`src/rtl/lbs_pkg.sv`:
```
// shared types, codes and helpers for the skinning core
package lbs_pkg;

  localparam logic [1:0] MODE_JOINT  = 2'd0;
  localparam logic [1:0] MODE_ROOT   = 2'd1;
  localparam logic [1:0] MODE_VERT   = 2'd2;
  localparam logic [1:0] MODE_UNUSED = 2'd3;

  localparam logic [1:0] KIND_JOINT = 2'd0;
  localparam logic [1:0] KIND_ROOT  = 2'd1;
  localparam logic [1:0] KIND_VERT  = 2'd2;

  localparam int NBANK     = 12;
  localparam int WFRAC     = 15;
  localparam int CMD_DEPTH = 4;
  localparam int OUT_DEPTH = 8;
  localparam int CNT_W     = $clog2(OUT_DEPTH + 1);
  localparam int ACC_W     = 50;
  localparam int SUM_W     = 66;

  typedef struct packed {
    logic [1:0]       kind;
    logic [7:0]       joint;
    logic [3:0]       elem;
    logic [31:0]      value;
    logic [2:0][31:0] pos;
    logic [2:0][31:0] norm;
    logic [3:0][7:0]  idx;
    logic [3:0][15:0] w;
    logic [3:0]       use_b;
    logic             weighted;
  } cmd_t;

  typedef struct packed {
    logic [2:0][31:0] skin;
    logic [2:0][31:0] nrm;
  } res_t;

  // column-major element to bank: columns 0..3, rows 0..2; row 3 is never used
  function automatic logic [3:0] elem_bank(input logic [3:0] e);
    return 4'(e[3:2]) * 4'd3 + 4'(e[1:0]);
  endfunction

  function automatic logic [31:0] sat32(input logic signed [SUM_W-1:0] v);
    if (v > $signed(SUM_W'(32'h7FFF_FFFF))) begin
      return 32'h7FFF_FFFF;
    end else if (v < -$signed(SUM_W'(33'h0_8000_0000))) begin
      return 32'h8000_0000;
    end
    return v[31:0];
  endfunction

endpackage

```
`src/rtl/lbs_front.sv`:
```
// front end: decodes an input word into a command for the back end
module lbs_front
  import lbs_pkg::*;
#(
  parameter int MAX_JOINTS = 256
) (
  input  logic [1:0]  mode,
  input  logic [7:0]  load_joint,
  input  logic [3:0]  load_element,
  input  logic [31:0] load_value,
  input  logic [31:0] pos_x,
  input  logic [31:0] pos_y,
  input  logic [31:0] pos_z,
  input  logic [31:0] norm_x,
  input  logic [31:0] norm_y,
  input  logic [31:0] norm_z,
  input  logic [31:0] joint_indices,
  input  logic [63:0] weight_pack,
  input  logic [8:0]  joint_count,
  output logic        keep,
  output cmd_t        cmd
);
  logic [8:0] cnt_eff;
  logic [3:0] wpos;

  assign cnt_eff = (joint_count > 9'(MAX_JOINTS)) ? 9'(MAX_JOINTS) : joint_count;

  always_comb begin
    cmd.joint = load_joint;
    cmd.elem  = load_element;
    cmd.value = load_value;
    cmd.pos   = {pos_z, pos_y, pos_x};
    cmd.norm  = {norm_z, norm_y, norm_x};
    cmd.idx   = joint_indices;
    cmd.w     = weight_pack;
    for (int k = 0; k < 4; k++) begin
      // positive weight: sign clear and not zero, with a nonzero joint count
      wpos[k] = !weight_pack[16*k+15] && (weight_pack[16*k +: 16] != 16'd0)
                && (cnt_eff != 9'd0);
      cmd.use_b[k] = wpos[k] && ({1'b0, joint_indices[8*k +: 8]} < cnt_eff);
    end
    cmd.weighted = |wpos;
    keep = 1'b0;
    cmd.kind = KIND_VERT;
    case (mode)
      MODE_JOINT: begin
        cmd.kind = KIND_JOINT;
        keep = ({1'b0, load_joint} < 9'(MAX_JOINTS));
      end
      MODE_ROOT: begin
        cmd.kind = KIND_ROOT;
        keep = 1'b1;
      end
      MODE_VERT: begin
        keep = 1'b1;
      end
      default: keep = 1'b0;
    endcase
  end
endmodule

```
`config.mk`:
```
export PLATFORM = sky130hd
export DESIGN_NAME = lbs_front
export DESIGN_NICKNAME = d
export VERILOG_FILES = /design/src/rtl/lbs_pkg.sv /design/src/rtl/lbs_front.sv
export SDC_FILE = /design/constraint.sdc
export NUM_CORES = 1
export LEC_CHECK = 0
export BUFFER_PORTS_ARGS = -buffer_cell sky130_fd_sc_hd__buf_2
export CAP_MARGIN = 15
export CORE_AREA = 2 2 265 267
export DETAILED_ROUTE_END_ITERATION = 8
export DIE_AREA = 0 0 267 269
export GPL_TIMING_DRIVEN = 1
export PLACE_DENSITY = 0.31
export SETUP_SLACK_MARGIN = 0.5
export SLEW_MARGIN = 10
export SYNTH_ARGS = -nofsm -noshare
export SYNTH_HDL_FRONTEND = slang
export SYNTH_SLANG_ARGS = --single-unit
```
`constraint.sdc`:
```
create_clock -name vclk -period 1.9
set_clock_uncertainty 0.05 [all_clocks]
set_input_delay 0.38 -clock vclk [all_inputs]
set_output_delay 0.38 -clock vclk [all_outputs]
set_load 0.005 [all_outputs]
```
# == Word-level counts from Yosys, hierarchy flattened ==
# Index checks and enable logic that the tools add are counted.
# totals
regBits,0
latchBits,0
mem_bits_rw,0
rom_bits,0
input_bits,343
out_inout_bits,340
wordCells,34
n_memories,0
# op_classes
addsub,0
n_mul,0
div_mod_pow,0
magnitude_cmp,5
n_eq_ne,2
shifts,0
muxes,3
bitwise,0
reduce_logical,24
# op_table
cell,n
nonzero test 16 bit,4
less-than comparator 8 x 9 -> 1 bit,4
logical AND 1 bit,12
greater-than comparator 9 bit (second input constant),1
two-way mux 9 bit,1
nonzero test 9 bit,1
logical NOT 1 bit,4
one-hot mux 2 bit (2 select lines),1
OR reduction 4 bit,1
OR reduction 3 bit,1
equality test 2 x 1 -> 1 bit (second input constant),1
equality test 2 bit (second input constant),1
logical NOT 2 bit,1
two-way mux 1 bit,1

# == Depth between registers and ports, before layout ==
# logic_depth
depth_word,5
depth_mapped,7
depth_no_buf,6

# == Least setup slack after synthesis ==
# OpenSTA, ideal clock, no wires.
# synth_timing
path_type,input to output
from,input joint_count[8]
to,output cmd[1] in the netlist's numbering
arrival_time_ns,1.589
required_ns,1.470
slack_ns,-0.119
stages,7
path_buffers,1
path_cell_list,clkbuf_1 > nand2b_1 > ha_1 > a21o_1 > a21oi_1 > o221ai_1 > a21oi_1
# synth_rtl
item,line_no,rtl
from (decl),lbs_front.sv:19,"input logic [8:0] joint_count,"
to (decl),lbs_front.sv:21,output cmd_t cmd

==> out/metrics.yaml <==
synth:
  synth_cell_types: 20
  ys_warn_count: 0
  synthesis.nets: 819
  syn_area_per_cell_um2: 7.53
  syn_area_um2: 3370
  yosysSeqAreaShare_pct: 0
  synthCells: 448
placement:
  place_hpwl_um: 16900
  gp_congestion: 0.584
  port-buffer-count: 211
  post-place-ws_ps: -728
  dpl_cell_area_um2: 3410
drt:
  ant_nets: 0
  vias: 2405
  via_per_inst: 1.86
  routedWlPerCell_um: 14.3
  drt-initial-drc-count: 54
  drc_errors: 0
  drtPass1Iterations: 4
  wirelength_um: 18500
sta:
  worst_slew_pin_slew_ps: 377
  rsz0062_at_grt: "yes"
  max_freq_ghz: 0.450
  drv_slew: 0
  relSlewSlack_pct: 74.6
  setup_slack_ps: -324
  setup_violations: 5
  min_period_over_period_pct: 117
  fin_crit_ps: 2220
  final_hold_viol_count: 0
critical_path:
  max_stage_delay_ps: 440
  path_cells: "buf_2 > nor4_4 > buf_4 > a41oi_1 > buf_4 > o41a_1 > buf_6"
  crit_slowest_cell: "o41a_1"
  end_kind: "output pin"
  path_buf_inv: 4
  arrival_ps: 1790
  crit_path_frequent_cell: "buf_4"
  critPathMaxFanout: 2
  crit_type: "in2out"
  required_ps: 1470
  startpoint_type: "primary input"
  cp_top_family: "buffers and inverters"
global_routing:
  grt_pass1_wl_um: 21200
  antenna_found_initial: 9
  overflow: 0
  grt_max_degree: 8
  gr-usage-all-layers_pct: 4.60
  first_global_vias: 2268
outcome:
  run_status: "complete, but fails checks"
  violations: "negative setup slack"
floorplan:
  die_w_um: 267
  start_util_pct: 4.87
  rows: 97
  die_area_um2: 71800
  die_y_um: 269
  core_area_um2: 69300
  io_pins: 683
min_path:
  hp-class: "in2out"
final_layout:
  final_area_um2: 3680
  layout_commonest_cell: "buf_2"
  seq_cell_count: 0
  final_cell_mix: "buf_2 (207), buf_4 (23), ha_1 (15)"
  seqCellArea_um2: 0
  fin_nets: 725
  drive_gt1_share_pct: 78.1
  multiInputGateArea_um2: 1160
  fillers: 8223
  nClkBuffers: 0
  syn_to_final_growth_pct: 9.01
job:
  maxCapViolCount: 0
-- cell families (layout without fill, tap and decap cells) --
group / Yosys count / count (layout) / synth area share (%)
buffers and inverters: 338 / 242 / 74.5
AND/OR/NAND/NOR: 53 / 53 / 9.12
AO/OA/AOI/OAI: 29 / 29 / 5.97
adder cells (fa/ha/maj): 28 / 28 / 10.4
other: 0 / 2 / 0
-- layout make-up --
type                       instances  share of cell area [%]
tap                              940                    32.0
timing repair buffer             238                    35.9
multi-input combinational        110                    31.6
inverter                           4                   0.408
antenna                            2                   0.136
-- path summary, 6_finish.rpt --
path	from	end	slack [ps]	cells past startpoint
max	weight_pack[18]	cmd[0]	-320	7
min	norm_x[10]	cmd[111]	710	0
-- metrics by stage --
stage               cells  setup TNS [ps]  hold slack [ps]  utilization, %
floorplan             448           -4.66              740               -
global placement     1291           -2610              710            4.92
detailed placement   1291           -2550              710            4.92
CTS                  1292           -1550              710            5.17
global route         1292           -1720              710            5.30
finish               1294           -1340              710            5.31
-- layer usage --
metal,GRT usage [%],share of wire [%],vias to the layer above
met3,1.71,12,110
met5,0,0,-
met2,7.92,45,372
li1,-,-,940
met4,2.93,6.9,0
met1,4.72,36,983
-- Yosys cell counts, drive strengths merged --
cell type | n | share of area [%]
a211oi | 4 | 0.89
a21o | 4 | 0.89
a21oi | 8 | 1.2
a41oi | 4 | 1.0
and4 | 4 | 1.0
buf | 332 | 74
clkbuf | 2 | 0.22
ha | 28 | 10
inv | 4 | 0.44
nand2 | 5 | 0.56
nand2b | 11 | 2.0
nand3 | 1 | 0.15
nor2 | 13 | 1.4
nor2b | 1 | 0.19
nor3 | 5 | 0.74
nor4 | 13 | 3.0
o21ai | 4 | 0.59
o221ai | 4 | 1.0
o41a | 1 | 0.33
-- what timing repair did --
action                     4_1_cts  5_1_grt
setup buffers                    1        0
pin swaps                       14       13
hold buffers                     0        0
hold endpoints to repair         0        0
setup endpoints to repair        5        5
gates resized for setup         28       15
