$ cat config.mk
export PLATFORM = sky130hd
export DESIGN_NAME = lbs_queue
export DESIGN_NICKNAME = d
export VERILOG_FILES = /design/src/rtl/lbs_queue.sv
export SDC_FILE = /design/constraint.sdc
export NUM_CORES = 1
export LEC_CHECK = 0
export ABC_AREA = 1
export BUFFER_PORTS_ARGS = -buffer_cell sky130_fd_sc_hd__buf_2
export CELL_PAD_IN_SITES_DETAIL_PLACEMENT = 1
export CELL_PAD_IN_SITES_GLOBAL_PLACEMENT = 1
export CORE_MARGIN = 8
export CORE_UTILIZATION = 50
export CTS_BUF_LIST = sky130_fd_sc_hd__clkbuf_2
export CTS_CLUSTER_DIAMETER = 60
export DETAILED_ROUTE_END_ITERATION = 7
export PLACE_DENSITY_LB_ADDON = 0.1
export SKIP_LAST_GASP = 1
export SLEW_MARGIN = 20
export SYNTH_ARGS = -nofsm -noshare
export SYNTH_HDL_FRONTEND = slang
export SYNTH_SLANG_ARGS = --single-unit
$ cat constraint.sdc
create_clock -name clk -period 5.4 [get_ports clk]
set_input_delay 0.27 -clock clk [delete_from_list [all_inputs] [get_ports clk]]
set_output_delay 0.27 -clock clk [all_outputs]
set_load 0.02 [all_outputs]
$ cat src/rtl/lbs_queue.sv
// small register queue with occupancy count
module lbs_queue #(
  parameter int WIDTH = 8,
  parameter int DEPTH = 4
) (
  input  logic                         clk,
  input  logic                         rst_n,
  input  logic                         push,
  input  logic [WIDTH-1:0]             din,
  output logic                         full,
  input  logic                         pop,
  output logic [WIDTH-1:0]             dout,
  output logic                         empty,
  output logic [$clog2(DEPTH+1)-1:0]   count
);
  localparam int AW = (DEPTH > 1) ? $clog2(DEPTH) : 1;

  logic [WIDTH-1:0] mem_r [DEPTH];
  logic [AW-1:0] wp_r, rp_r;
  logic [$clog2(DEPTH+1)-1:0] cnt_r;
  logic do_push, do_pop;

  assign full    = (cnt_r == ($clog2(DEPTH+1))'(DEPTH));
  assign empty   = (cnt_r == '0);
  assign do_push = push && !full;
  assign do_pop  = pop && !empty;
  assign dout    = mem_r[rp_r];
  assign count   = cnt_r;

  always_ff @(posedge clk) begin
    if (do_push) begin
      mem_r[wp_r] <= din;
    end
  end

  always_ff @(posedge clk) begin
    if (!rst_n) begin
      wp_r  <= '0;
      rp_r  <= '0;
      cnt_r <= '0;
    end else begin
      if (do_push) begin
        wp_r <= (wp_r == AW'(DEPTH - 1)) ? '0 : wp_r + 1'b1;
      end
      if (do_pop) begin
        rp_r <= (rp_r == AW'(DEPTH - 1)) ? '0 : rp_r + 1'b1;
      end
      cnt_r <= cnt_r + (do_push ? 1'b1 : 1'b0) - (do_pop ? 1'b1 : 1'b0);
    end
  end
endmodule

Yosys cells after proc, flatten, opt, wreduce, memory -nomap -nowiden
Memory sizes are Yosys's and may differ from the RTL's. A register that Yosys moved wholly into a read port is not among the register bits.
Index checks and enable logic that the tools add are counted.
Word-level totals
  output and inout bits: 13
  memories: 1
  word-level logic and storage cells: 24
  input port bits: 12
  register bits: 7
  memory bits (writable): 32
Memory list
  mem_r: words 4, width 8, rd ports 1, clocked after memory_dff 1, wr ports 1, line 18  | logic [WIDTH-1:0] mem_r [DEPTH];
Cells by class
  eq/ne operators: 3
  $add $sub $neg: 4
  mux-type cells: 8
  reduce and logical (&&, ||, !) cells: 5
Operator list (count)
  $mux 2: 4
  $add 2x1->2 const B: 2
  $eq 2x2->1 const B: 2
  $mux 1: 4
  $add 3x1->3: 1
  $eq 3x3->1 const B: 1
  $logic_not 3->1: 1
  $sub 3x1->3: 1
  $logic_and 1x1->1: 2
  $logic_not 1->1: 2

Depth between registers and ports, before layout
Gate-level depths: netlist (run 1).
  depth after elaboration: 6
  gate-level depth with buffers: 11
  mapped depth without buffers: 11

Least setup slack after synthesis (run 1)
OpenSTA, ideal clock, no wires.
  path type: reg2reg
  start: register cnt_r[1] (netlist: count[1])
  end: register cnt_r[2] (netlist: count[2])
  arrival time: 1.867 ns
  period minus slack after synthesis: 1.980 ns
  path buffers: 0
  setup slack: 3.420 ns
  setup time: 0.113 ns
  cell stages (with the launch flop): 11
  required time: 5.287 ns
  cells stage by stage: dfxtp_1 -> nor2_1 -> nand2_1 -> inv_1 -> nor2_1 -> ha_1 -> inv_1 -> ha_1 -> fa_1 -> nor2_1 -> nor2_1
On the way
  elaborated cells between the ends (all ways): 10
  classes of those cells: 2 x add/sub; 1 x eq/ne; 2 x mux; 5 x reduce/logical
RTL lines
  start, declared: line 20  | logic [$clog2(DEPTH+1)-1:0] cnt_r;
  start signal, assigned: line 48  | cnt_r <= cnt_r + (do_push ? 1'b1 : 1'b0) - (do_pop ? 1'b1 : 1'b0);
  $logic_not 3->1: line 24  | assign empty = (cnt_r == '0);
  via empty: line 13  | output logic empty,
  $logic_not 1->1: line 26  | assign do_pop = pop && !empty;
  $logic_and 1x1->1: line 26
  $mux 1: line 48
  $sub 3x1->3: line 48
The timed path passes the listed nets, and every way through them passes these cells.
A chain may end at the register's enable or synchronous reset.

==> flow_summary.toml, run 1 <==
[placed_design]
dp_hpwl_microns = 2570
pre_cts_ws_ns = 3.47
place_congestion = 0.691
portBuffers = 24

[power_and_ir_drop]
power.density_nw_per_um2 = 483
internal_power_mw = 0.538
p_clk_share_pct = 13.4
p_switching_mw = 0.367
combPwrFrac_pct = 38.6
power.leakage_nw = 0.772
vdd_ir_drop_max_uv = 221
power.total_mw = 0.905
p_sw_share_pct = 40.6
p_seq_share_pct = 48.0

[critical_path]
start_kind = "flop"
timing.rr.start = "count[1]$_SDFF_PN0_"
r2r_cells = 10
crit_path_cell_trace = "inv_2, o21ai_0, o22ai_1, buf_2"
cp_max_fo = 17
cp.arrival_ns = 1.93
required_ns = 5.13
max_stage_delay_ns = 0.73
end_kind = "primary output"
cp_slowest_cell = "dfxtp_1"
crit_type = "reg -> out"

[timing]
setup_viol = 0
setup_slack_ns = 3.20
relSlewSlack_pct = 43.4
timing.fmax_ghz = 0.454
fin_tns_setup_ns = 0
slew_violations = 0
fin_crit_ns = 2.20
tightest_slew_ns = 0.846
rsz0062_at_grt = "false"
finClkSkew_ns = 0.0164
finalHoldViolCount = 0
period_share_pct = 40.8
hold_slack_ns = 0.0904

[floorplanning]
die_area_sq_um = 5480
die_h_microns = 74.0
row_count = 21
num_io_pins = 25
coreArea_sq_um = 3280
initial_utilization_pct = 51.2
die_w_microns = 74.0

[global_routing]
gr-usage-all-layers_pct = 14.3
grt_max_degree = 18
grt_pass1_vias = 1219
antenna_found_initial = 0
grt_pass1_wl_microns = 5650
overflow = 0

[synth]
yosysUniqueCellTypes = 20
seq_area_frac_synth_pct = 67.8
yosys_warnings = 0
ys_seq_elements = 41
synthesis.area_sq_um = 1680
synth_fp_nets = 162
syn_inst = 142
avgSynthCellArea_sq_um = 11.9

[min_path]
hp-start = "din[4]"
holdPathStages = 1
hp-class = "in -> reg"

[drt]
via_per_inst = 5.03
wl_per_cell_microns = 15.9
drt_iter0_markers = 72
drt_pre_antenna_iters = 4
wl_microns = 3460
drcViolationCount = 0
vias = 1096
ant_nets = 0

[cts]
clock-sinks = 41
cts-root-buf = "clkbuf_2"
clockBufferDepth = 2
htreeDepth = 2
post-cts-setup-buffers = 0
cts_tree = "yes"
post_cts_resized = 0
numCtsBuffers = 5
clk_pin_slew_worst_paths_ns = 0.20
ctsHoldBuffers = 0
clkLatencyLatePin_ns = 0.38

[layout]
area_growth_pct = 11.4
layout.nets = 191
diodes = 0
layout-drive-gt1-share_pct = 21.5

[status]
status = "finished, final reports clean"

[flow_run]
drv_cap = 0
worst paths after layout:
kind	endpoint	slack, ns
max	dout[2]	3.20
min	mem_r[1][4]$_DFFE_PP_	0.09
max reg2reg	count[1]$_SDFF_PN0_	3.47
min reg2reg	rp_r[0]$_SDFFE_PN0N_	0.57
power by group through the flow:
stage               Clock (mW)  Combinational, mW  Sequential (mW)
finish                   0.121              0.350            0.434
global route             0.136              0.399            0.442
CTS                      0.127              0.358            0.436
detailed placement           0              0.357            0.444
global placement             0              0.336            0.440
floorplan                    0              0.243            0.440
kinds of logic (layout without fill, tap and decap cells):
logic type      count (synthesis)  after routing  share of synthesized area (%)
compound gates                 26             26                           8.77
flops                          41             41                           67.8
xor+xnor                        1              1                          0.521
fa+ha+maj                       8              8                           6.39
buf+inv                        19             49                           5.13
simple gates                   47             47                           11.4
Yosys cell counts:
master,n,area share (%)
o21ai_2,2,1.0
edfxtp_1,32,57
or2_2,1,0.37
dfxtp_1,9,11
o21ai_0,12,3.6
a21oi_1,2,0.59
o22ai_1,8,3.0
nand3b_1,1,0.45
inv_1,16,3.6
nand2_1,12,2.7
ha_1,7,5.2
xnor2_1,1,0.52
nand3_1,1,0.30
nor2_2,2,0.74
o21ai_1,2,0.59
nand2_2,1,0.37
inv_2,1,0.22
buf_6,2,1.3
nor2_1,29,6.5
fa_1,1,1.2
metal layers:
layer	part of all wire, %	routed length, microns	global-route usage (%)	vias up
li1	-	-	-	539
met1	38	1320	13.5	527
met2	54	1870	26.5	25
met3	6.4	223	5.66	5
met4	1.6	56	5.99	0
met5	0	0	0	-
area by class of cell:
cell class | count | area (sq um)
multi-input combinational | 82 | 455
sequential | 41 | 1140
clock buffer | 5 | 25.0
tap | 46 | 57.6
timing repair buffer | 24 | 120
clock inverter | 3 | 12.5
fill | 366 | 1410
inverter | 17 | 63.8
worst max-delay path: cells and delay by family (launching register included):
kind	cells	cell delay (ns)
buffers and inverters	2	0.44
DFF	1	0.73
AOI/OAI and AO/OA	2	0.37
sequential cells by signal, summed over array words and instances, names as in the netlist, named ones only:
signal	flops
mem_r	32
count	3
wp_r	2
rp_r	2
per-stage QoR:
stage | cells | instance area [sq um] | util, %
3_5_place_dp | 210 | 1840 | 56.0
5_1_grt | 218 | 1880 | 57.1
6_report | 218 | 1880 | 57.1
3_3_place_gp | 210 | 1840 | 56.0
4_1_cts | 218 | 1880 | 57.1
2_1_floorplan | 142 | 1680 | -
cell usage in the layout (no fill, tap or decap):
| cell | instances |
|---|---|
| inv_2 | 1 |
| nor2_1 | 29 |
| fa_1 | 1 |
| clkinv_2 | 1 |
| inv_1 | 16 |
| a21oi_1 | 2 |
| dfxtp_1 | 9 |
| ha_1 | 7 |
| or2_2 | 1 |
| nand2_1 | 12 |
| o21ai_0 | 12 |
| edfxtp_1 | 32 |
| o21ai_2 | 2 |
| o22ai_1 | 8 |
| nand2_2 | 1 |
| clkinv_1 | 2 |
| clkbuf_2 | 5 |
| xnor2_1 | 1 |
| nor2_2 | 2 |
| buf_2 | 24 |
| nand3b_1 | 1 |
| o21ai_1 | 2 |
| nand3_1 | 1 |
Note: power is estimated with default switching activity, not from simulation.
==> run 2: changes to the inputs <==
--- a/config.mk
+++ b/config.mk
@@ -10,7 +10,7 @@
 export CELL_PAD_IN_SITES_DETAIL_PLACEMENT = 1
 export CELL_PAD_IN_SITES_GLOBAL_PLACEMENT = 1
 export CORE_MARGIN = 8
-export CORE_UTILIZATION = 50
+export CORE_UTILIZATION = 42
 export CTS_BUF_LIST = sky130_fd_sc_hd__clkbuf_2
 export CTS_CLUSTER_DIAMETER = 60
 export DETAILED_ROUTE_END_ITERATION = 7
==> constraint.sdc (replaced) <==
create_clock -name clk -period 1.8 [get_ports clk]
set_input_delay 0.09 -clock clk [delete_from_list [all_inputs] [get_ports clk]]
set_output_delay 0.09 -clock clk [all_outputs]
set_load 0.02 [all_outputs]
==> run 2 against run 1 <==
  * The flow now finishes with violations (negative setup slack)
  * Clock power grew to 4.4 times the previous value
  * Combinational power grew to 4.0 times the previous value
  * Sequential power grew to 3.0 times the previous value
  * Flip-flop and latch count is the same
  * Largest cell class unchanged
  * Largest power group is now combinational cells
==> flow_summary.toml, run 2 (same netlist as run 1, synthesis figures left out) <==
[flow_run]
drv_cap = 0

[drt]
drt_iter0_markers = 28
drt_pre_antenna_iters = 4
wl_microns = 3850
ant_nets = 0
vias = 1184
via_per_inst = 4.83
drcViolationCount = 0
wl_per_cell_microns = 15.7

[global_routing]
antenna_found_initial = 0
grt_max_degree = 17
grt_pass1_vias = 1210
gr-usage-all-layers_pct = 12.7
overflow = 0
grt_pass1_wl_microns = 5970

[timing]
fin_crit_ns = 1.81
hold_slack_ns = 0.0158
setup_viol = 1
fin_tns_setup_ns = -0.00566
finalHoldViolCount = 0
period_share_pct = 100
timing.fmax_ghz = 0.554
slew_violations = 0
finClkSkew_ns = 0.00511
setup_slack_ns = -0.00566
rsz0062_at_grt = "true"
relSlewSlack_pct = 76.0
tightest_slew_ns = 0.360

[critical_path]
max_stage_delay_ns = 0.53
r2r_cells = 10
cp.arrival_ns = 2.17
cp_max_fo = 4
cp_slowest_cell = "fa_2"
required_ns = 2.16
start_kind = "flop"
crit_type = "reg -> reg"
end_kind = "flop"
crit_path_cell_trace = "nor2_4, nand2_2, inv_4, nor2_4, ha_4, inv_2, ha_4, fa_2, nand2_1, inv_1"

[cts]
htreeDepth = 2
cts_tree = "yes"
cts-root-buf = "clkbuf_2"
clock-sinks = 41
numCtsBuffers = 5
clkLatencyLatePin_ns = 0.40
clk_pin_slew_worst_paths_ns = 0.20
clockBufferDepth = 2

[floorplanning]
row_count = 23
initial_utilization_pct = 42.7
die_area_sq_um = 6290
num_io_pins = 25
coreArea_sq_um = 3940
die_w_microns = 79.3
die_h_microns = 79.3

[layout]
mostFrequentLayoutCells = "edfxtp_1, nor2_1, buf_2, buf_4, inv_1"
final_common_cell = "edfxtp_1"
area_growth_pct = 28.3
layout.nets = 214
largest_reg_flops = 32
layout-drive-gt1-share_pct = 32.8
diodes = 0
regArea_sq_um = 1150
multi_input_area_sq_um = 500
num-fill-cells = 426
top_register = "mem_r"

[power_and_ir_drop]
vdd_ir_drop_max_uv = 672
power.total_mw = 3.22
power.density_nw_per_um2 = 1490
power.leakage_nw = 0.895

[min_path]
holdPathStages = 4
hp-class = "in -> reg"

[placed_design]
pre_cts_ws_ns = 0.0210
place_congestion = 0.735
portBuffers = 24
dp_hpwl_microns = 2790

[status]
failed_checks = "negative setup slack"
status = "finished with violations"
==> run 2: per-layer routing <==
layer / global-route usage [%] / up-vias / wire, microns
li1: - / 586 / -
met1: 14.0 / 568 / 1610
met2: 21.3 / 23 / 1980
met3: 4.63 / 7 / 188
met4: 5.56 / 0 / 66
met5: 0 / - / 0
==> run 2: per-stage QoR <==
step	instances	cell area [sq um]	utilization (%)
global route	245	2160	54.7
global placement	226	1950	49.5
CTS	244	2110	53.6
finish	245	2160	54.7
floorplan	142	1700	-
detailed placement	226	1950	49.5
==> run 2: worst paths after layout <==
kind                                      startpoint                   to  slack (ns)
worst max-delay path             count[1]$_SDFF_PN0_  count[1]$_SDFF_PN0_      -0.006
worst min register to register  rp_r[0]$_SDFFE_PN0N_                 flop        0.56
worst max register to register   count[1]$_SDFF_PN0_  count[1]$_SDFF_PN0_      -0.006
worst min-delay path                             pop                 flop        0.02
==> run 2: repair_timing <==
item | 4_1_cts | 5_1_grt
buffers inserted | 1 | 1
setup endpoints to repair | 2 | 2
hold buffers | 9 | 0
pin swaps | 0 | 7
resized for setup | 1 | 8
endpoints found under the hold margin | 41 | 0
==> run 2: report_power, final <==
part	internal, mW	total [mW]	leakage, nW	switching [mW]
sequential	1.20	1.31	0.369	0.109
combinational	0.544	1.39	0.485	0.845
clock	0.237	0.529	0.0406	0.292
==> run 2: worst max-delay path: cells and delay by family, from the launching register on <==
kind / cells / cell delay [ns]
adders and majority gates: 3 / 0.93
buffers and inverters: 3 / 0.15
DFF: 1 / 0.40
and+or+nand+nor: 4 / 0.28
==> run 2: cell type report <==
class / count / share of cell area (%)
clock buffers: 6 / 1.39
flip-flops and latches: 41 / 53.3
well taps: 50 / 2.90
inverters: 17 / 3.07
repair buffers: 47 / 14.6
multi-input cells: 82 / 23.2
clock inverters: 2 / 1.57
